## config.mk

```make
export PLATFORM = sky130hd
export DESIGN_NAME = shortest_job_first_scheduler
export DESIGN_NICKNAME = d
export VERILOG_FILES = /design/src/sjf_pkg.sv /design/src/shortest_job_first_scheduler.sv /design/src/sjf_ram.sv /design/src/sjf_datapath.sv /design/src/sjf_ctrl.sv
export SDC_FILE = /design/constraint.sdc
export NUM_CORES = 1
export LEC_CHECK = 0
export ABC_AREA = 1
export BUFFER_PORTS_ARGS = -buffer_cell sky130_fd_sc_hd__buf_2
export CAP_MARGIN = 25
export CELL_PAD_IN_SITES_DETAIL_PLACEMENT = 1
export CELL_PAD_IN_SITES_GLOBAL_PLACEMENT = 2
export CORE_UTILIZATION = 43
export CTS_CLUSTER_SIZE = 30
export DETAILED_ROUTE_END_ITERATION = 7
export PLACE_DENSITY = 0.85
export SYNTH_ARGS = -nofsm -noshare
export SYNTH_HDL_FRONTEND = slang
export SYNTH_SLANG_ARGS = --single-unit
```

## constraint.sdc

```tcl
create_clock -name clk_i -period 5.9 [get_ports clk_i]
set_input_delay 0.295 -clock clk_i [delete_from_list [all_inputs] [get_ports clk_i]]
set_output_delay 0.295 -clock clk_i [all_outputs]
set_load 0.1 [all_outputs]
```

## src/sjf_pkg.sv

```systemverilog
// Shared types and constants of the shortest-job-first scheduler.
`timescale 1ns / 1ps

package sjf_pkg;

  // Fixed field widths of the job and result transactions
  localparam int unsigned BurstW     = 16;
  localparam int unsigned ArrivalW   = 16;
  localparam int unsigned JobIndexW  = 4;
  localparam int unsigned WaitW      = 20;
  localparam int unsigned TurnW      = 21;
  localparam int unsigned WaitTotW   = 24;
  localparam int unsigned TurnTotW   = 25;

  // Commands from the controller to the datapath
  typedef struct packed {
    logic load;        // store the accepted job
    logic scan_clear;  // restart a scan over the stored jobs
    logic scan_read;   // read the next stored job
    logic jump;        // idle: move time to the earliest pending arrival
    logic emit;        // run the picked job and present its result
    logic clear_set;   // set finished, return to an empty set
  } cmd_t;

  // Status from the datapath to the controller
  typedef struct packed {
    logic scan_last;   // current read address is the last stored job
    logic found;       // the finished scan found an arrived job
    logic set_done;    // the next result is the final one of the set
    logic out_free;    // the result register can take a new result
  } status_t;

endpackage

```

## src/shortest_job_first_scheduler.sv

```systemverilog
// Top level of the non-preemptive shortest-job-first scheduler.
//
//   channel  direction  handshake                fields
//   in       input      in_valid_i / in_stall_o  burst_i, arrival_i, last_job_i
//   out      output     out_valid_o / out_stall_i job_index_o, wait_time_o,
//                                                turnaround_time_o, wait_total_o,
//                                                turnaround_total_o, last_result_o
//
// A job with last_job low is stored while the scheduler is idle. The closing
// job starts the schedule; each pick scans the n stored jobs through the
// store's single read port, and an idle jump adds one more scan of them.
// Input is stalled from the closing job until the final result is registered;
// a stalled output holds the result and pauses scheduling. Reset empties the set.
`timescale 1ns / 1ps

module shortest_job_first_scheduler #(
  parameter int unsigned MAX_JOBS = 16
) (
  input  logic                          clk_i,
  input  logic                          rst_ni,
  input  logic                          in_valid_i,
  output logic                          in_stall_o,
  input  logic [sjf_pkg::BurstW-1:0]    burst_i,
  input  logic [sjf_pkg::ArrivalW-1:0]  arrival_i,
  input  logic                          last_job_i,
  output logic                          out_valid_o,
  input  logic                          out_stall_i,
  output logic [sjf_pkg::JobIndexW-1:0] job_index_o,
  output logic [sjf_pkg::WaitW-1:0]     wait_time_o,
  output logic [sjf_pkg::TurnW-1:0]     turnaround_time_o,
  output logic [sjf_pkg::WaitTotW-1:0]  wait_total_o,
  output logic [sjf_pkg::TurnTotW-1:0]  turnaround_total_o,
  output logic                          last_result_o
);

  sjf_pkg::cmd_t    cmd;
  sjf_pkg::status_t status;

  // Sequencer
  sjf_ctrl u_ctrl (
    .clk_i      (clk_i),
    .rst_ni     (rst_ni),
    .in_valid_i (in_valid_i),
    .last_job_i (last_job_i),
    .in_stall_o (in_stall_o),
    .status_i   (status),
    .cmd_o      (cmd)
  );

  // Store, scan and result datapath
  sjf_datapath #(
    .MaxJobs (MAX_JOBS)
  ) u_datapath (
    .clk_i              (clk_i),
    .rst_ni             (rst_ni),
    .cmd_i              (cmd),
    .status_o           (status),
    .burst_i            (burst_i),
    .arrival_i          (arrival_i),
    .out_valid_o        (out_valid_o),
    .out_stall_i        (out_stall_i),
    .job_index_o        (job_index_o),
    .wait_time_o        (wait_time_o),
    .turnaround_time_o  (turnaround_time_o),
    .wait_total_o       (wait_total_o),
    .turnaround_total_o (turnaround_total_o),
    .last_result_o      (last_result_o)
  );

endmodule

```

## src/sjf_ram.sv

```systemverilog
// Generic single-port-write, single-port-read RAM with registered read data.
`timescale 1ns / 1ps

module sjf_ram #(
  parameter int unsigned Width = 32,
  parameter int unsigned Depth = 16,
  parameter int unsigned AddrW = (Depth > 1) ? $clog2(Depth) : 1
) (
  input  logic             clk_i,
  input  logic             wr_en_i,
  input  logic [AddrW-1:0] wr_addr_i,
  input  logic [Width-1:0] wr_data_i,
  input  logic             rd_en_i,
  input  logic [AddrW-1:0] rd_addr_i,
  output logic [Width-1:0] rd_data_o
);

  logic [Width-1:0] mem_q [Depth];
  logic [Width-1:0] rd_data_q;

  // Write port and registered read port
  always_ff @(posedge clk_i) begin
    if (wr_en_i) begin
      mem_q[wr_addr_i] <= wr_data_i;
    end
    if (rd_en_i) begin
      rd_data_q <= mem_q[rd_addr_i];
    end
  end

  assign rd_data_o = rd_data_q;

endmodule

```

## src/sjf_datapath.sv

```systemverilog
// Datapath: job store, scan and pick logic, time and totals, result register.
`timescale 1ns / 1ps

module sjf_datapath #(
  parameter int unsigned MaxJobs = 16
) (
  input  logic                            clk_i,
  input  logic                            rst_ni,
  input  sjf_pkg::cmd_t                   cmd_i,
  output sjf_pkg::status_t                status_o,
  input  logic [sjf_pkg::BurstW-1:0]      burst_i,
  input  logic [sjf_pkg::ArrivalW-1:0]    arrival_i,
  output logic                            out_valid_o,
  input  logic                            out_stall_i,
  output logic [sjf_pkg::JobIndexW-1:0]   job_index_o,
  output logic [sjf_pkg::WaitW-1:0]       wait_time_o,
  output logic [sjf_pkg::TurnW-1:0]       turnaround_time_o,
  output logic [sjf_pkg::WaitTotW-1:0]    wait_total_o,
  output logic [sjf_pkg::TurnTotW-1:0]    turnaround_total_o,
  output logic                            last_result_o
);

  localparam int unsigned IdxW   = (MaxJobs > 1) ? $clog2(MaxJobs) : 1;
  localparam int unsigned CntW   = $clog2(MaxJobs + 1);
  localparam int unsigned TimeW  = sjf_pkg::ArrivalW + CntW;
  localparam int unsigned CalcW  = TimeW + 8;
  localparam int unsigned EntryW = sjf_pkg::BurstW + sjf_pkg::ArrivalW;

  // Set bookkeeping
  logic [CntW-1:0]    count_q, count_d;
  logic [CntW-1:0]    emit_cnt_q, emit_cnt_d;
  logic [MaxJobs-1:0] done_q, done_d;
  logic [TimeW-1:0]   time_q, time_d;
  logic [sjf_pkg::WaitTotW-1:0] wsum_q, wsum_d;
  logic [sjf_pkg::TurnTotW-1:0] tsum_q, tsum_d;

  // Scan state
  logic [IdxW-1:0] scan_addr_q, scan_addr_d;
  logic            rd_vld_q;
  logic [IdxW-1:0] rd_idx_q;
  logic            found_q, found_d;
  logic            have_min_q, have_min_d;
  logic [IdxW-1:0]                 best_idx_q, best_idx_d;
  logic [sjf_pkg::BurstW-1:0]      best_burst_q, best_burst_d;
  logic [sjf_pkg::ArrivalW-1:0]    best_arr_q, best_arr_d;
  logic [sjf_pkg::ArrivalW-1:0]    min_arr_q, min_arr_d;

  // Result register
  logic out_valid_q, out_valid_d;
  logic [sjf_pkg::JobIndexW-1:0] job_index_q;
  logic [sjf_pkg::WaitW-1:0]     wait_time_q;
  logic [sjf_pkg::TurnW-1:0]     turn_time_q;
  logic [sjf_pkg::WaitTotW-1:0]  wait_tot_q;
  logic [sjf_pkg::TurnTotW-1:0]  turn_tot_q;
  logic                          last_res_q;

  // Store interface
  logic                         wr_en;
  logic [EntryW-1:0]            rd_data;
  logic [sjf_pkg::BurstW-1:0]   rd_burst;
  logic [sjf_pkg::ArrivalW-1:0] rd_arr;
  logic                         rd_arrived;

  // Result arithmetic
  logic [CalcW-1:0]     wait_ext, turn_ext;
  logic [IdxW+3:0]      idx_ext;
  logic                 set_done;
  logic [sjf_pkg::WaitTotW-1:0] wsum_next;
  logic [sjf_pkg::TurnTotW-1:0] tsum_next;

  // Job store: burst in the upper half, arrival in the lower half
  assign wr_en = cmd_i.load && (count_q < CntW'(MaxJobs));

  sjf_ram #(
    .Width (EntryW),
    .Depth (MaxJobs)
  ) u_store (
    .clk_i     (clk_i),
    .wr_en_i   (wr_en),
    .wr_addr_i (count_q[IdxW-1:0]),
    .wr_data_i ({burst_i, arrival_i}),
    .rd_en_i   (cmd_i.scan_read),
    .rd_addr_i (scan_addr_q),
    .rd_data_o (rd_data)
  );

  assign rd_burst   = rd_data[EntryW-1:sjf_pkg::ArrivalW];
  assign rd_arr     = rd_data[sjf_pkg::ArrivalW-1:0];
  assign rd_arrived = TimeW'(rd_arr) <= time_q;

  // Result of the picked job
  assign wait_ext  = CalcW'(time_q) - CalcW'(best_arr_q);
  assign turn_ext  = wait_ext + CalcW'(best_burst_q);
  assign idx_ext   = {4'b0000, best_idx_q};
  assign set_done  = CntW'(emit_cnt_q + 1'b1) == count_q;
  // totals including the picked job, independent of the end-of-set clear
  assign wsum_next = wsum_q + wait_ext[sjf_pkg::WaitTotW-1:0];
  assign tsum_next = tsum_q + turn_ext[sjf_pkg::TurnTotW-1:0];

  assign status_o.scan_last = CntW'(scan_addr_q) == CntW'(count_q - 1'b1);
  assign status_o.found     = found_q;
  assign status_o.set_done  = set_done;
  assign status_o.out_free  = !out_valid_q || !out_stall_i;

  // Scan: keep the first arrived undone job with the least burst and the
  // earliest arrival of all undone jobs
  always_comb begin
    scan_addr_d  = scan_addr_q;
    found_d      = found_q;
    have_min_d   = have_min_q;
    best_idx_d   = best_idx_q;
    best_burst_d = best_burst_q;
    best_arr_d   = best_arr_q;
    min_arr_d    = min_arr_q;
    if (cmd_i.scan_clear) begin
      scan_addr_d = '0;
      found_d     = 1'b0;
      have_min_d  = 1'b0;
    end else if (cmd_i.scan_read) begin
      scan_addr_d = scan_addr_q + 1'b1;
    end
    if (rd_vld_q && !done_q[rd_idx_q]) begin
      if (rd_arrived && (!found_q || rd_burst < best_burst_q)) begin
        found_d      = 1'b1;
        best_idx_d   = rd_idx_q;
        best_burst_d = rd_burst;
        best_arr_d   = rd_arr;
      end
      if (!have_min_q || rd_arr < min_arr_q) begin
        have_min_d = 1'b1;
        min_arr_d  = rd_arr;
      end
    end
  end

  // Time, totals, done flags and job count
  always_comb begin
    count_d    = count_q;
    emit_cnt_d = emit_cnt_q;
    done_d     = done_q;
    time_d     = time_q;
    wsum_d     = wsum_q;
    tsum_d     = tsum_q;
    if (wr_en) begin
      count_d = count_q + 1'b1;
    end
    if (cmd_i.jump) begin
      time_d = TimeW'(min_arr_q);
    end
    if (cmd_i.emit) begin
      time_d             = TimeW'(time_q + TimeW'(best_burst_q));
      done_d[best_idx_q] = 1'b1;
      wsum_d             = wsum_next;
      tsum_d             = tsum_next;
      emit_cnt_d         = emit_cnt_q + 1'b1;
    end
    if (cmd_i.clear_set) begin
      count_d    = '0;
      emit_cnt_d = '0;
      done_d     = '0;
      time_d     = '0;
      wsum_d     = '0;
      tsum_d     = '0;
    end
  end

  // Result handshake
  always_comb begin
    out_valid_d = out_valid_q;
    if (cmd_i.emit) begin
      out_valid_d = 1'b1;
    end else if (!out_stall_i) begin
      out_valid_d = 1'b0;
    end
  end

  // Control state
  always_ff @(posedge clk_i or negedge rst_ni) begin
    if (!rst_ni) begin
      count_q     <= '0;
      emit_cnt_q  <= '0;
      done_q      <= '0;
      time_q      <= '0;
      wsum_q      <= '0;
      tsum_q      <= '0;
      scan_addr_q <= '0;
      rd_vld_q    <= 1'b0;
      rd_idx_q    <= '0;
      found_q     <= 1'b0;
      have_min_q  <= 1'b0;
      out_valid_q <= 1'b0;
    end else begin
      count_q     <= count_d;
      emit_cnt_q  <= emit_cnt_d;
      done_q      <= done_d;
      time_q      <= time_d;
      wsum_q      <= wsum_d;
      tsum_q      <= tsum_d;
      scan_addr_q <= scan_addr_d;
      rd_vld_q    <= cmd_i.scan_read;
      rd_idx_q    <= scan_addr_q;
      found_q     <= found_d;
      have_min_q  <= have_min_d;
      out_valid_q <= out_valid_d;
    end
  end

  // Payload registers
  always_ff @(posedge clk_i) begin
    best_idx_q   <= best_idx_d;
    best_burst_q <= best_burst_d;
    best_arr_q   <= best_arr_d;
    min_arr_q    <= min_arr_d;
    if (cmd_i.emit) begin
      job_index_q <= idx_ext[sjf_pkg::JobIndexW-1:0];
      wait_time_q <= wait_ext[sjf_pkg::WaitW-1:0];
      turn_time_q <= turn_ext[sjf_pkg::TurnW-1:0];
      wait_tot_q  <= wsum_next;
      turn_tot_q  <= tsum_next;
      last_res_q  <= set_done;
    end
  end

  assign out_valid_o        = out_valid_q;
  assign job_index_o        = job_index_q;
  assign wait_time_o        = wait_time_q;
  assign turnaround_time_o  = turn_time_q;
  assign wait_total_o       = wait_tot_q;
  assign turnaround_total_o = turn_tot_q;
  assign last_result_o      = last_res_q;

  // A result is only produced for a job the scan actually picked
  a_emit_found: assert property (@(posedge clk_i) disable iff (!rst_ni)
    cmd_i.emit |-> found_q && !done_q[best_idx_q])
    else $error("emit without a valid pick");

  // Jobs are never loaded while a scan is in flight
  a_load_idle: assert property (@(posedge clk_i) disable iff (!rst_ni)
    cmd_i.load |-> !rd_vld_q && !cmd_i.scan_read)
    else $error("job load during scan");

  // An emitted result never overwrites one that is still waiting
  a_no_overwrite: assert property (@(posedge clk_i) disable iff (!rst_ni)
    cmd_i.emit |-> !out_valid_q || !out_stall_i)
    else $error("result register overwritten");

  // Job count stays within the store
  a_count_range: assert property (@(posedge clk_i) disable iff (!rst_ni)
    count_q <= CntW'(MaxJobs))
    else $error("job count beyond store depth");

endmodule

```

## src/sjf_ctrl.sv

```systemverilog
// Controller: sequences loading, scans, idle jumps and result emission.
`timescale 1ns / 1ps

module sjf_ctrl (
  input  logic             clk_i,
  input  logic             rst_ni,
  input  logic             in_valid_i,
  input  logic             last_job_i,
  output logic             in_stall_o,
  input  sjf_pkg::status_t status_i,
  output sjf_pkg::cmd_t    cmd_o
);

  typedef enum logic [1:0] {
    StIdle,
    StScan,
    StDrain,
    StEmit
  } state_e;

  state_e state_q, state_d;
  logic   stall_q, stall_d;

  // Next state and commands
  always_comb begin
    state_d = state_q;
    stall_d = stall_q;
    cmd_o   = '0;
    unique case (state_q)
      StIdle: begin
        if (in_valid_i) begin
          cmd_o.load = 1'b1;
          if (last_job_i) begin
            cmd_o.scan_clear = 1'b1;
            stall_d          = 1'b1;
            state_d          = StScan;
          end
        end
      end
      StScan: begin
        cmd_o.scan_read = 1'b1;
        if (status_i.scan_last) begin
          state_d = StDrain;
        end
      end
      StDrain: begin
        // last read data is evaluated on this edge
        state_d = StEmit;
      end
      StEmit: begin
        if (!status_i.found) begin
          cmd_o.jump       = 1'b1;
          cmd_o.scan_clear = 1'b1;
          state_d          = StScan;
        end else if (status_i.out_free) begin
          cmd_o.emit = 1'b1;
          if (status_i.set_done) begin
            cmd_o.clear_set = 1'b1;
            stall_d         = 1'b0;
            state_d         = StIdle;
          end else begin
            cmd_o.scan_clear = 1'b1;
            state_d          = StScan;
          end
        end
      end
      default: begin
        state_d = StIdle;
        stall_d = 1'b0;
      end
    endcase
  end

  // State and registered stall
  always_ff @(posedge clk_i or negedge rst_ni) begin
    if (!rst_ni) begin
      state_q <= StIdle;
      stall_q <= 1'b0;
    end else begin
      state_q <= state_d;
      stall_q <= stall_d;
    end
  end

  assign in_stall_o = stall_q;

  // Input is taken exactly when the controller is idle
  a_stall_idle: assert property (@(posedge clk_i) disable iff (!rst_ni)
    stall_q == (state_q != StIdle))
    else $error("input stall out of step with controller");

  // A closing job always starts a scan on the next cycle
  a_last_scan: assert property (@(posedge clk_i) disable iff (!rst_ni)
    (state_q == StIdle && in_valid_i && last_job_i) |=> state_q == StScan)
    else $error("closing job did not start scheduling");

endmodule
```

=== Word-level counts from Yosys, hierarchy flattened ===
Memories as Yosys holds them, arrays and structs flattened. A register that Yosys moved wholly into a read port is not among the register bits.
Index checks and enable logic that the tools add are counted.
Widths: inputs -> output; s select.

* $add $sub $neg: 9
* $mul: 0
* Div/mod/pow operators: 0
* Order comparisons: 7
* Equal/unequal tests: 13
* Shifts and indexed selects: 0
* Multiplexer cells: 55
* Bitwise operators: 1
* Reductions and logical operators: 22

{| class="wikitable"
|+ Operators with widths
! cell !! count
|-
| $mux 21 || 3
|-
| $mux 25 || 2
|-
| $mux 24 || 2
|-
| $lt 16x16->1 || 2
|-
| $mux 16 || 2
|-
| $mux 1 || 26
|-
| $add 25x16->25 || 1
|-
| $add 25x25->25 || 1
|-
| $add 24x24->24 || 1
|-
| $sub 21x16->22 || 1
|-
| $add 21x16->21 || 1
|-
| $le 16x21->1 || 1
|-
| $mux 5 || 4
|-
| $mux 2 || 8
|-
| $or 16x16->16 || 1
|-
| $add 5x1->5 const B || 2
|-
| $lt 4x5->1 const B || 2
|-
| $mux 4 || 2
|-
| $ne 2x2->1 const B || 4
|-
| $pmux 2 s4 || 1
|-
| $reduce_bool 2->1 || 4
|-
| $ne 2x1->1 const B || 3
|-
| $reduce_and 6->1 || 1
|-
| $eq 4x5->1 || 1
|-
| other kinds (19) || 31
|}

* Flip-flop bits (word level): 258
* Bits in latches: 0
* Memory bits (writable): 512
* Bits in read-only memories: 0
* Input port bits: 37
* Logic and storage cells: 132
* Memories: 1

{| class="wikitable"
|+ Memory list
! memory !! depth !! bits a word !! rd ports !! clocked after memory_dff !! wr ports !! line !! source
|-
| u_datapath.u_store.mem_q || 16 || 32 || 1 || 1 || 1 || sjf_ram.sv:18 || <nowiki>logic [Width-1:0] mem_q [Depth];</nowiki>
|}

=== Depth between registers and ports, before layout ===
Gate-level depths: netlist of run 1.

* Word-level depth: 9
* Gate-level depth with buffers: 31
* Depth with buffers taken out: 31

=== Modules after synthesis ===
From an unflattened synthesis of run 1, not the netlist that was laid out.

* Cells, all modules: 3786
* Area total of the unflattened synthesis: 38393.1 um^2

{| class="wikitable"
|+ By module, submodules not included
! module !! times used !! cells an instance !! area an instance (um^2) !! sequential area each (um^2)
|-
| sjf_ram || 1 || 2120 || 23050.9 || 16335.7
|-
| sjf_datapath || 1 || 1614 || 15020.7 || 7116.8
|-
| sjf_ctrl || 1 || 52 || 321.6 || 75.1
|}

=== Worst setup path before layout of run 1 ===
No wires, ideal clock.

* Path type: flip-flop to flip-flop
* From: register u_datapath.time_q[0]
* To: register u_datapath.turn_tot_q (netlist bit u_datapath.turnaround_total_o[24]) (data pin)
* Arrival: 4.243 ns
* Required time: 5.645 ns
* Setup slack: 1.402 ns
* Stages on the path, launching flop included: 28
* Path through: dfrtp_1 inv_1 ha_1 inv_1 fa_1 nand3_1 nand2_2 a21oi_2 xnor2_1 ha_1 nand2_1 nor3_1 nand2_1 o211ai_1 a21boi_0 o21bai_1 nand2_1 o311ai_4 xor2_1 ha_1 nand4_1 nor2_1 nand4_1 o2111ai_1 a21oi_1 inv_1 nand3_1 and2_1

* Word-level cells in the longest chain between the ends: 3

{| class="wikitable"
|+ RTL lines
! item !! line !! source
|-
| from (decl) || sjf_datapath.sv:33 || <nowiki>logic [TimeW-1:0] time_q, time_d;</nowiki>
|-
| from (signal assigned) || sjf_datapath.sv:196 || <nowiki>time_q <= time_d;</nowiki>
|-
| $sub 21x16->22 || sjf_datapath.sv:92 || <nowiki>assign wait_ext = CalcW'(time_q) - CalcW'(best_arr_q);</nowiki>
|-
| net u_datapath.wait_ext[6] || sjf_datapath.sv:65 || <nowiki>logic [CalcW-1:0] wait_ext, turn_ext;</nowiki>
|-
| $add 25x16->25 || sjf_datapath.sv:93 || <nowiki>assign turn_ext = wait_ext + CalcW'(best_burst_q);</nowiki>
|-
| net u_datapath.turn_ext[17] || sjf_datapath.sv:65 ||
|-
| $add 25x25->25 || sjf_datapath.sv:98 || <nowiki>assign tsum_next = tsum_q + turn_ext[sjf_pkg::TurnTotW-1:0];</nowiki>
|-
| net u_datapath.tsum_next, one bit || sjf_datapath.sv:69 || <nowiki>logic [sjf_pkg::TurnTotW-1:0] tsum_next;</nowiki>
|-
| to (signal assigned) || sjf_datapath.sv:219 || <nowiki>turn_tot_q <= tsum_next;</nowiki>
|-
| to (decl) || sjf_datapath.sv:54 || <nowiki>logic [sjf_pkg::TurnTotW-1:0] turn_tot_q;</nowiki>
|}

The timed path passes the listed nets, and every way through them passes these cells.
A chain may end at the register's enable or synchronous reset.

=== Final worst setup path of run 1 ===
Same ends and word-level chain as after synthesis.

==> impl_metrics.env, run 1 <==
export IMPL_setup_worst_path_end_class="register"
export IMPL_fin_hold_ws_ns=0.0446
export IMPL_rsz0062_at_grt="no"
export IMPL_die_width_um=295
export IMPL_period_share_pct=91.0
export IMPL_die_area_sq_mm=0.0871
export IMPL_crit_path_start="u_datapath.time_q[0]"
export IMPL_setup_viol=0
export IMPL_clock_latency_ns=0.67
export IMPL_min_to="u_datapath.out_valid_o"
export IMPL_gp_congestion=0.887
export IMPL_placed_cell_area_sq_mm=0.0390
export IMPL_min_from="out_stall_i"
export IMPL_tightestPinTransition_ns=1.05
export IMPL_dpl_hpwl_um=65000
export IMPL_grt_pass1_wl_um=157000
export IMPL_synthCells=3118
export IMPL_syn_avg_cell_area_sq_um=11.8
export IMPL_clock_skew_ns=0.0394
export IMPL_drive_gt1_share_pct=10.8
export IMPL_cts_tree="yes"
export IMPL_io_pins=134
export IMPL_finalHoldViolations=0
export IMPL_maxCapViolCount=0
export IMPL_setup_worst_path_class="reg2reg"
export IMPL_synth_top_cell_area_share_pct=56.2
export IMPL_post_cts_buffers=0
export IMPL_drt_vias_per_instance=5.50
export IMPL_grt_max_degree=187
export IMPL_async_reset_ff_share_pct=13.8
export IMPL_grt_ovfl_total=0
export IMPL_htree_levels=3
export IMPL_core_sq_mm=0.0851
export IMPL_r2r_setup_slack_ns=0.53
export IMPL_gr_usage_all_layers_pct=23.9
export IMPL_ff_latch_area_sq_mm=0.0235
export IMPL_routed_wl_um=103000
export IMPL_rows=107
export IMPL_multi_input_area_sq_mm=0.0116
export IMPL_fin_nets=3488
export IMPL_slew_viol_final=0
export IMPL_finalCriticalPeriod_ns=5.37
export IMPL_yosysWarningCount=0
export IMPL_fill_cells=8927
export IMPL_cts_reportedPaths_clkPinSlew_ns=0.06
export IMPL_hold_class="in2reg"
export IMPL_min_path_cells=3
export IMPL_worst_endpoint_arrival_ns=5.77
export IMPL_yosysMostFrequentCell="edfxtp_1"
export IMPL_wire_per_inst_um=22.8
export IMPL_yosys_register_bits=802
export IMPL_start_util_pct=43.4
export IMPL_numCtsBuffers=86
export IMPL_grt_pass1_vias=26700
export IMPL_via_count=24800
export IMPL_cts_resized_gates=0
export IMPL_syn_to_final_growth_pct=14.2
export IMPL_drc=0
export IMPL_clock_path_buffers=3
export IMPL_post_synth_instance_area_sq_mm=0.0369
export IMPL_status="finished clean"
export IMPL_cts_sinks=802
export IMPL_dr_pass1_iters=5
export IMPL_finalInstanceArea_sq_mm=0.0422
export IMPL_die_y_um=295
export IMPL_crit_path_start_kind="register"
export IMPL_synth_common_cells="edfxtp_1 (691), inv_1 (385), nand2_1 (377)"
export IMPL_cp_max_fo=6
export IMPL_drt_iter0_markers=1556
export IMPL_timing_fmax_mhz=186
export IMPL_ff2ff_path_depth=25
export IMPL_antenna_found_initial=3
export IMPL_ys_top_cells_by_area="edfxtp_1 (56%), dfrtp_1 (7.5%), ha_1 (5.2%)"
export IMPL_synthFlopType="edfxtp_1"
export IMPL_ys_types=61
export IMPL_slew_headroom_pct=30.1
export IMPL_place_port_buffers=133
export IMPL_r2r_end="u_datapath.turnaround_total_o[24]"
export IMPL_antenna_left=0
export IMPL_ys_seq_area_share_pct=63.7
export IMPL_cts_root_buf="clkbuf_16"
export IMPL_synth_top_area_cell="edfxtp_1"
export IMPL_critPathRequiredTime_ns=6.30
export IMPL_r2r_start="u_datapath.time_q[0]"
export IMPL_synth_fp_nets=3313
export IMPL_tns_ns=0
export IMPL_synth_edff_count=691
state kept, by name, indices dropped and copies added, names as in the netlist, 5 cells and up:
signal / cells
u_datapath.min_arr_q: 16
u_datapath.tsum_q: 25
u_datapath.emit_cnt_q: 5
u_datapath.turnaround_total_o: 25
u_datapath.best_burst_q: 16
u_datapath.u_store.rd_data_o: 32
u_datapath.u_store.mem_q: 512
u_datapath.wait_total_o: 24
u_datapath.wait_time_o: 20
u_datapath.done_q: 16
u_datapath.time_q: 21
u_datapath.best_arr_q: 16
u_datapath.turnaround_time_o: 21
u_datapath.wsum_q: 24
u_datapath.count_q: 5
cell type report:
type | instances | share of cell area [%]
Clock buffer | 108 | 5.42
Inverter | 390 | 3.47
Multi-Input combinational cell | 1811 | 27.5
Tap cell | 1144 | 3.39
Clock inverter | 49 | 1.20
Sequential cell | 802 | 55.8
Antenna cell | 1 | 0.00593
Timing Repair Buffer | 202 | 3.24
how the worst max path moves through the flow:
stage                                              to
floorplan           u_datapath.turnaround_total_o[24]
global placement    u_datapath.turnaround_total_o[24]
finish              u_datapath.turnaround_total_o[24]
detailed placement  u_datapath.turnaround_total_o[24]
CTS                 u_datapath.turnaround_total_o[24]
global route                    u_datapath.tsum_q[23]
layout by cell type, fill, tap and decap left out, drive strengths merged, types with 60 or more instances in the layout:
cell	n
o211ai	137
dfrtp	111
o21ai	298
edfxtp	691
nor2	109
clkbuf	108
nand2	391
xor2	60
nand3	102
inv	390
ha	153
mux2i	128
a21oi	267
buf	169
per-layer routing:
layer	part of all wire, %	global-route usage (%)	vias up
met5	0.013	0	-
met2	50	41.9	591
li1	-	-	11500
met3	4.7	3.66	203
met4	3.1	8.01	2
met1	42	30.0	12500
kinds of logic after synthesis:
family          after synthesis  synth area share [%]
flops                       802                  63.7
compound gates              782                  12.4
simple gates                654                  7.52
buf+inv                     505                  5.32
fa+ha+maj                   158                  5.45
mux                         128                  3.47
xor+xnor                     89                  2.16
through the flow:
stage	instances	worst slack (ns)	util [%]
2_1_floorplan	3118	1.40	-
3_3_place_gp	4312	0.656	45.7
3_5_place_dp	4313	0.508	45.8
4_1_cts	4503	0.496	49.4
5_1_grt	4507	0.0615	49.5
6_report	4507	0.532	49.5
critical path: stages, from the launching register on:
cell and delay, ns:
dfrtp_1 0.40, inv_1 0.08, ha_1 0.14, inv_1 0.06
fa_1 0.40, nand3_1 0.12, nand2_2 0.09, a21oi_2 0.25
xnor2_1 0.20, ha_1 0.41, nand2_1 0.11, nor3_1 0.15
nand2_1 0.08, o211ai_1 0.16, a21boi_0 0.23, o21bai_1 0.24
nand2_1 0.13, o311ai_4 0.09, xor2_1 0.26, ha_1 0.34
a21oi_1 0.23, o21a_1 0.14, o2111ai_1 0.23, a21oi_1 0.29
nand3_1 0.14, and2_1 0.16
repair_timing:
action	4_1_cts	5_1_grt
hold buffers	33	0
setup endpoints to repair	0	0
hold endpoints to repair	547	0
Power of run 1 is left out: the tool's default activity adds up to more than one toggle a clock period on the data nets, which glitch-free logic cannot reach.
==> inputs of run 2 (changes only) <==
ABC_AREA = default   (was 1)
CORE_UTILIZATION = 45   (was 43)
PLACE_DENSITY = 0.82   (was 0.85)
==> impl_metrics.env, run 2 <==
export IMPL_status="finished clean"
export IMPL_drt_vias_per_instance=5.76
export IMPL_met2_usage_pct=41.3
export IMPL_cp_max_fo=5
export IMPL_r2r_start="u_datapath.time_q[2]"
export IMPL_cts_sinks=802
export IMPL_antenna_left=0
export IMPL_gp_congestion=0.878
export IMPL_rows=102
export IMPL_powerDensity_mw_per_mm2=282
export IMPL_syn_to_final_growth_pct=16.6
export IMPL_worst_endpoint_arrival_ns=6.06
export IMPL_placed_cell_area_sq_mm=0.0375
export IMPL_yosys_register_bits=802
export IMPL_setup_worst_path_end_class="register"
export IMPL_core_sq_mm=0.0773
export IMPL_drc=0
export IMPL_min_path_cells=1
export IMPL_cts_root_buf="clkbuf_16"
export IMPL_start_util_pct=45.5
export IMPL_dpl_hpwl_um=56200
export IMPL_slew_viol_final=0
export IMPL_syn_avg_cell_area_sq_um=16.5
export IMPL_ys_seq_area_share_pct=66.9
export IMPL_ys_types=81
export IMPL_largest_reg_flops=512
export IMPL_synth_top_cell_area_share_pct=59.0
export IMPL_clock_skew_ns=0.0368
export IMPL_cpPeakStageDelay_ns=0.39
export IMPL_min_from="burst_i[15]"
export IMPL_finalHoldViolations=0
export IMPL_die_y_um=282
export IMPL_routed_wl_um=89600
export IMPL_tns_ns=0
export IMPL_r2r_end="u_datapath.turnaround_total_o[22]"
export IMPL_synth_fp_nets=2329
export IMPL_io_pins=134
export IMPL_gr_usage_all_layers_pct=22.9
export IMPL_synth_common_cells="edfxtp_1 (691), mux4_2 (165), ha_1 (153)"
export IMPL_clock_latency_ns=0.66
export IMPL_maxCapViolCount=0
export IMPL_grt_max_degree=123
export IMPL_r2r_setup_slack_ns=0.23
export IMPL_hold_class="in2reg"
export IMPL_die_area_sq_mm=0.0793
export IMPL_ys_top_cells_by_area="edfxtp_1 (59%), mux4_2 (11%), dfrtp_1 (7.9%)"
export IMPL_synthCells=2134
export IMPL_pre_cts_slack_ns=-0.0890
export IMPL_fill_cells=7322
export IMPL_drive_gt1_share_pct=24.0
export IMPL_met1_usage_pct=28.2
export IMPL_slowest_stage="dfrtp_1"
export IMPL_crit_path_start_kind="register"
export IMPL_regMostFlops="u_datapath.u_store.mem_q"
export IMPL_fin_ws_ns=0.226
export IMPL_post_synth_instance_area_sq_mm=0.0352
export IMPL_yosysWarningCount=0
export IMPL_numCtsBuffers=86
export IMPL_dr_pass1_iters=8
export IMPL_ir_drop_mv=0.266
export IMPL_timing_fmax_mhz=176
export IMPL_tightestPinTransition_ns=0.975
export IMPL_crit_path_start="u_datapath.time_q[2]"
export IMPL_yosysMostFrequentCell="edfxtp_1"
export IMPL_via_count=20200
export IMPL_period_share_pct=96.2
export IMPL_async_reset_ff_share_pct=13.8
export IMPL_setup_worst_path_class="reg2reg"
export IMPL_min_to="u_datapath.u_store.mem_q[11][31]"
export IMPL_finalInstanceArea_sq_mm=0.0410
export IMPL_antenna_found_initial=3
export IMPL_critPathRequiredTime_ns=6.29
export IMPL_htree_levels=3
export IMPL_cts_reportedPaths_clkPinSlew_ns=0.07
export IMPL_clock_path_buffers=3
export IMPL_grt_pass1_wl_um=135000
export IMPL_fin_nets=2597
export IMPL_use_met3_pct=3.07
export IMPL_cts_tree="yes"
export IMPL_ff_latch_area_sq_mm=0.0235
export IMPL_synth_edff_count=691
export IMPL_place_port_buffers=133
export IMPL_p_leak_uw=0.0152
export IMPL_slew_headroom_pct=35.0
export IMPL_grt_ovfl_total=0
export IMPL_multi_input_area_sq_mm=0.0113
export IMPL_finalCriticalPeriod_ns=5.67
export IMPL_die_width_um=282
export IMPL_drt_iter0_markers=1351
export IMPL_setup_viol=0
export IMPL_busiest_layer="met2"
export IMPL_synthFlopType="edfxtp_1"
export IMPL_wire_per_inst_um=25.5
export IMPL_ff2ff_path_depth=26
export IMPL_mostFrequentLayoutCell="edfxtp_1"
export IMPL_grt_pass1_vias=21700
export IMPL_synth_top_area_cell="edfxtp_1"
export IMPL_final_cell_mix="edfxtp_1 (691), mux4_2 (165), ha_1 (148)"
[run 2: worst max-delay path: cells and delay by family, from the launching register on]
family	cells	cell delay [ns]
AO/OA/AOI/OAI	16	3.00
XOR/XNOR	3	0.55
adder cells (fa/ha/maj)	3	1.09
flip-flops	1	0.39
AND/OR/NAND/NOR	3	0.31
buffers and inverters	1	0.05
[run 2: logic make-up (layout without fill, tap and decap cells)]
family / Yosys count / count (layout) / share of synthesized area [%]
AO/OA/AOI/OAI: 405 / 405 / 7.77
flip-flops: 802 / 802 / 66.9
adder cells (fa/ha/maj): 158 / 158 / 5.73
other: 0 / 1 / 0
multiplexers: 168 / 168 / 10.7
AND/OR/NAND/NOR: 323 / 323 / 4.41
XOR/XNOR: 108 / 108 / 2.71
buffers and inverters: 170 / 510 / 1.83
[run 2: repair_timing]
action | CTS | global route
pin swaps | 2 | 34
setup endpoints to repair | 3 | 14
endpoints found under the hold margin | 436 | 0
setup buffers | 2 | 18
hold buffers | 29 | 0
resized for setup | 5 | 46
[run 2: layer usage]
metal / part of all wire [%] / wire length, um
met3: 4.1 / 3690
met1: 40 / 35700
met5: 0.030 / 27
met4: 3.1 / 2790
met2: 53 / 47400
[run 2: power breakdown]
group / total [uW] / switching [uW] / internal (uW)
combinational: 88.4 / 66.2 / 22.2
sequential: 6140 / 0.0000000000000408 / 6140
clock: 5330 / 2270 / 3060
[run 2: per-stage QoR]
step | total power, uW | hold slack [ns] | cells | util (%)
floorplan | 6260 | -0.000591 | 2134 | -
global placement | 6320 | 0.421 | 3304 | 48.4
detailed placement | 6330 | 0.430 | 3304 | 48.4
CTS | 11700 | 0.000634 | 3495 | 52.5
global route | 11900 | 0.0208 | 3514 | 53.0
finish | 11600 | 0.0297 | 3515 | 53.0
[run 2: worst max path at each step]
stage | to | slack, ns | cells past startpoint
detailed placement | u_datapath.tsum_q[24] | -0.09 | 29
floorplan | u_datapath.tsum_q[24] | 0.48 | 29
global route | u_datapath.tsum_q[22] | -0.11 | 25
CTS | u_datapath.tsum_q[24] | 0.03 | 27
global placement | u_datapath.tsum_q[24] | 0.07 | 30
finish | u_datapath.turnaround_total_o[22] | 0.23 | 26
[run 2: final cells by class]
| class | instances | area share (%) |
|---|---|---|
| Tap cell | 1040 | 3.17 |
| Inverter | 104 | 0.958 |
| Antenna cell | 1 | 0.00610 |
| Multi-Input combinational cell | 1162 | 27.6 |
| Timing Repair Buffer | 246 | 3.99 |
| Clock buffer | 109 | 5.54 |
| Sequential cell | 802 | 57.4 |
| Clock inverter | 51 | 1.32 |
Note: power is estimated with default switching activity, not from simulation.
==> inputs of run 3 (changes only) <==
REMOVE_ABC_BUFFERS = 1   (was default)
==> impl_metrics.env, run 3 (synthesized netlist as in run 2, its figures left out) <==
export IMPL_ff_latch_area_sq_mm=0.0235
export IMPL_dpl_hpwl_um=53900
export IMPL_period_share_pct=99.5
export IMPL_core_sq_mm=0.0773
export IMPL_crit_buf_inv=2
export IMPL_die_y_um=282
export IMPL_critPathRequiredTime_ns=6.44
export IMPL_syn_to_final_growth_pct=16.6
export IMPL_drt_iter0_markers=1158
export IMPL_setup_viol=0
export IMPL_clock_path_buffers=3
export IMPL_wire_per_inst_um=24.7
export IMPL_numCtsBuffers=86
export IMPL_clock_skew_ns=0.0520
export IMPL_routed_top_layer="met5"
export IMPL_antenna_left=0
export IMPL_cp_max_fo=7
export IMPL_cpLargestDelayFamily="compound AO/OA/AOI/OAI gates"
export IMPL_crit_path_start_kind="register"
export IMPL_final_cell_mix="edfxtp_1 (691), mux4_2 (165), ha_1 (146)"
export IMPL_grt_max_degree=70
export IMPL_met1_length_um=35400
export IMPL_gr_usage_all_layers_pct=22.1
export IMPL_mostFrequentLayoutCell="edfxtp_1"
export IMPL_io_pins=134
export IMPL_finalCriticalPeriod_ns=5.87
export IMPL_final_util_pct=53.0
export IMPL_tns_ns=0
export IMPL_fin_nets=2594
export IMPL_grt_ovfl_total=0
export IMPL_maxCapViolCount=0
export IMPL_cts_reportedPaths_clkPinSlew_ns=0.06
export IMPL_grt_pass1_vias=21600
export IMPL_htree_levels=3
export IMPL_status="finished clean"
export IMPL_cpPeakStageDelay_ns=0.41
export IMPL_fin_hold_ws_ns=0.0290
export IMPL_cts_sinks=802
export IMPL_regMostFlops="u_datapath.u_store.mem_q"
export IMPL_die_width_um=282
export IMPL_finalHoldViolations=0
export IMPL_rows=102
export IMPL_powerDensity_mw_per_mm2=284
export IMPL_p_leak_uw=0.0152
export IMPL_slowest_stage="edfxtp_1"
export IMPL_met2_length_um=45000
export IMPL_rsz0062_at_grt="yes"
export IMPL_routed_wl_um=86600
export IMPL_gp_congestion=0.866
export IMPL_total_power_uw=11600
export IMPL_slew_headroom_pct=31.4
export IMPL_setup_worst_path_end_class="register"
export IMPL_worst_endpoint_arrival_ns=6.41
export IMPL_clock_latency_ns=0.66
export IMPL_via_count=20100
export IMPL_grt_pass1_wl_um=131000
export IMPL_start_util_pct=45.5
export IMPL_multi_input_area_sq_mm=0.0113
export IMPL_die_area_sq_mm=0.0793
export IMPL_hold_class="in2reg"
export IMPL_place_port_buffers=133
export IMPL_dr_wl_met3_um=3630
export IMPL_ir_drop_mv=0.218
export IMPL_largest_reg_flops=512
export IMPL_cts_tree="yes"
export IMPL_drc=0
export IMPL_drive_gt1_share_pct=24.1
export IMPL_dr_pass1_iters=5
export IMPL_cts_root_buf="clkbuf_16"
export IMPL_tightestPinTransition_ns=1.03
export IMPL_setup_worst_path_class="reg2reg"
export IMPL_timing_fmax_mhz=170
export IMPL_fill_cells=7284
export IMPL_antenna_found_initial=4
export IMPL_drt_vias_per_instance=5.71
export IMPL_slew_viol_final=0
run 3: per-layer routing:
| metal | global-route usage [%] | up-vias |
|---|---|---|
| met5 | 0 | - |
| li1 | - | 8903 |
| met3 | 3.26 | 169 |
| met4 | 7.11 | 4 |
| met2 | 39.1 | 542 |
| met1 | 27.8 | 10400 |
run 3: metrics by stage:
step / cell area (sq um) / instances / setup WS [ns]
detailed placement: 37400 / 3301 / -0.168
global placement: 37400 / 3301 / 0.0474
global route: 41000 / 3508 / -0.213
finish: 41000 / 3510 / 0.0321
floorplan: 34900 / 2068 / -0.652
CTS: 40500 / 3481 / 0.0263
run 3: worst reg2reg max path, stage by stage, from the launching register on:
cell and delay (ns):
edfxtp_1 0.41, inv_2 0.09, ha_1 0.24, nor2b_2 0.16
o31a_1 0.33, o21a_1 0.23, o211ai_2 0.26, nor2b_2 0.24
xnor2_1 0.22, ha_2 0.41, a211oi_1 0.31, nand2_1 0.09
a31oi_1 0.25, a21oi_2 0.10, xor2_1 0.19, ha_1 0.34
buf_6 0.14, nand4_1 0.13, nor2_1 0.08, and3_1 0.19
o2111a_1 0.29, o31ai_4 0.33, a21oi_2 0.10, o22ai_2 0.15
xnor2_2 0.16, o21ai_1 0.09, a22o_1 0.23
run 3: worst paths after layout:
check,start,endpoint,slack [ns],depth (start not counted)
min reg2reg,u_datapath.u_store.rd_data_o[20],u_datapath.best_burst_q[4],0.45,0
min,burst_i[11],u_datapath.u_store.mem_q[12][27],0.03,1
max in group asynchronous,rst_ni,u_datapath.scan_addr_q[1],4.25,3
min in group asynchronous,rst_ni,u_datapath.tsum_q[1],0.24,2
max,u_datapath.best_arr_q[1],u_datapath.tsum_q[24],0.03,26
max reg2reg,u_datapath.best_arr_q[1],u_datapath.tsum_q[24],0.03,26
run 3: cell type report:
type	instances	share of cell area (%)
Clock inverter	42	1.30
Antenna cell	3	0.0183
Timing Repair Buffer	243	3.86
Sequential cell	802	57.4
Inverter	104	0.958
Multi-Input combinational cell	1162	27.6
Tap cell	1040	3.17
Clock buffer	114	5.63
run 3: what timing repair did:
| action | 4_1_cts | 5_1_grt |
|---|---|---|
| hold buffers | 24 | 0 |
| resized for setup | 4 | 58 |
| hold endpoints to repair | 372 | 0 |
| setup buffers | 0 | 26 |
| setup endpoints to repair | 5 | 16 |
| pin swaps | 1 | 41 |
run 3: report_power, final:
| part | total (uW) | internal (uW) | leakage, uW | switching (uW) |
|---|---|---|---|---|
| clock | 5420 | 3160 | 0.00138 | 2250 |
| combinational | 85.5 | 20.0 | 0.00603 | 65.5 |
| sequential | 6140 | 6140 | 0.00781 | 0.0000000000000311 |
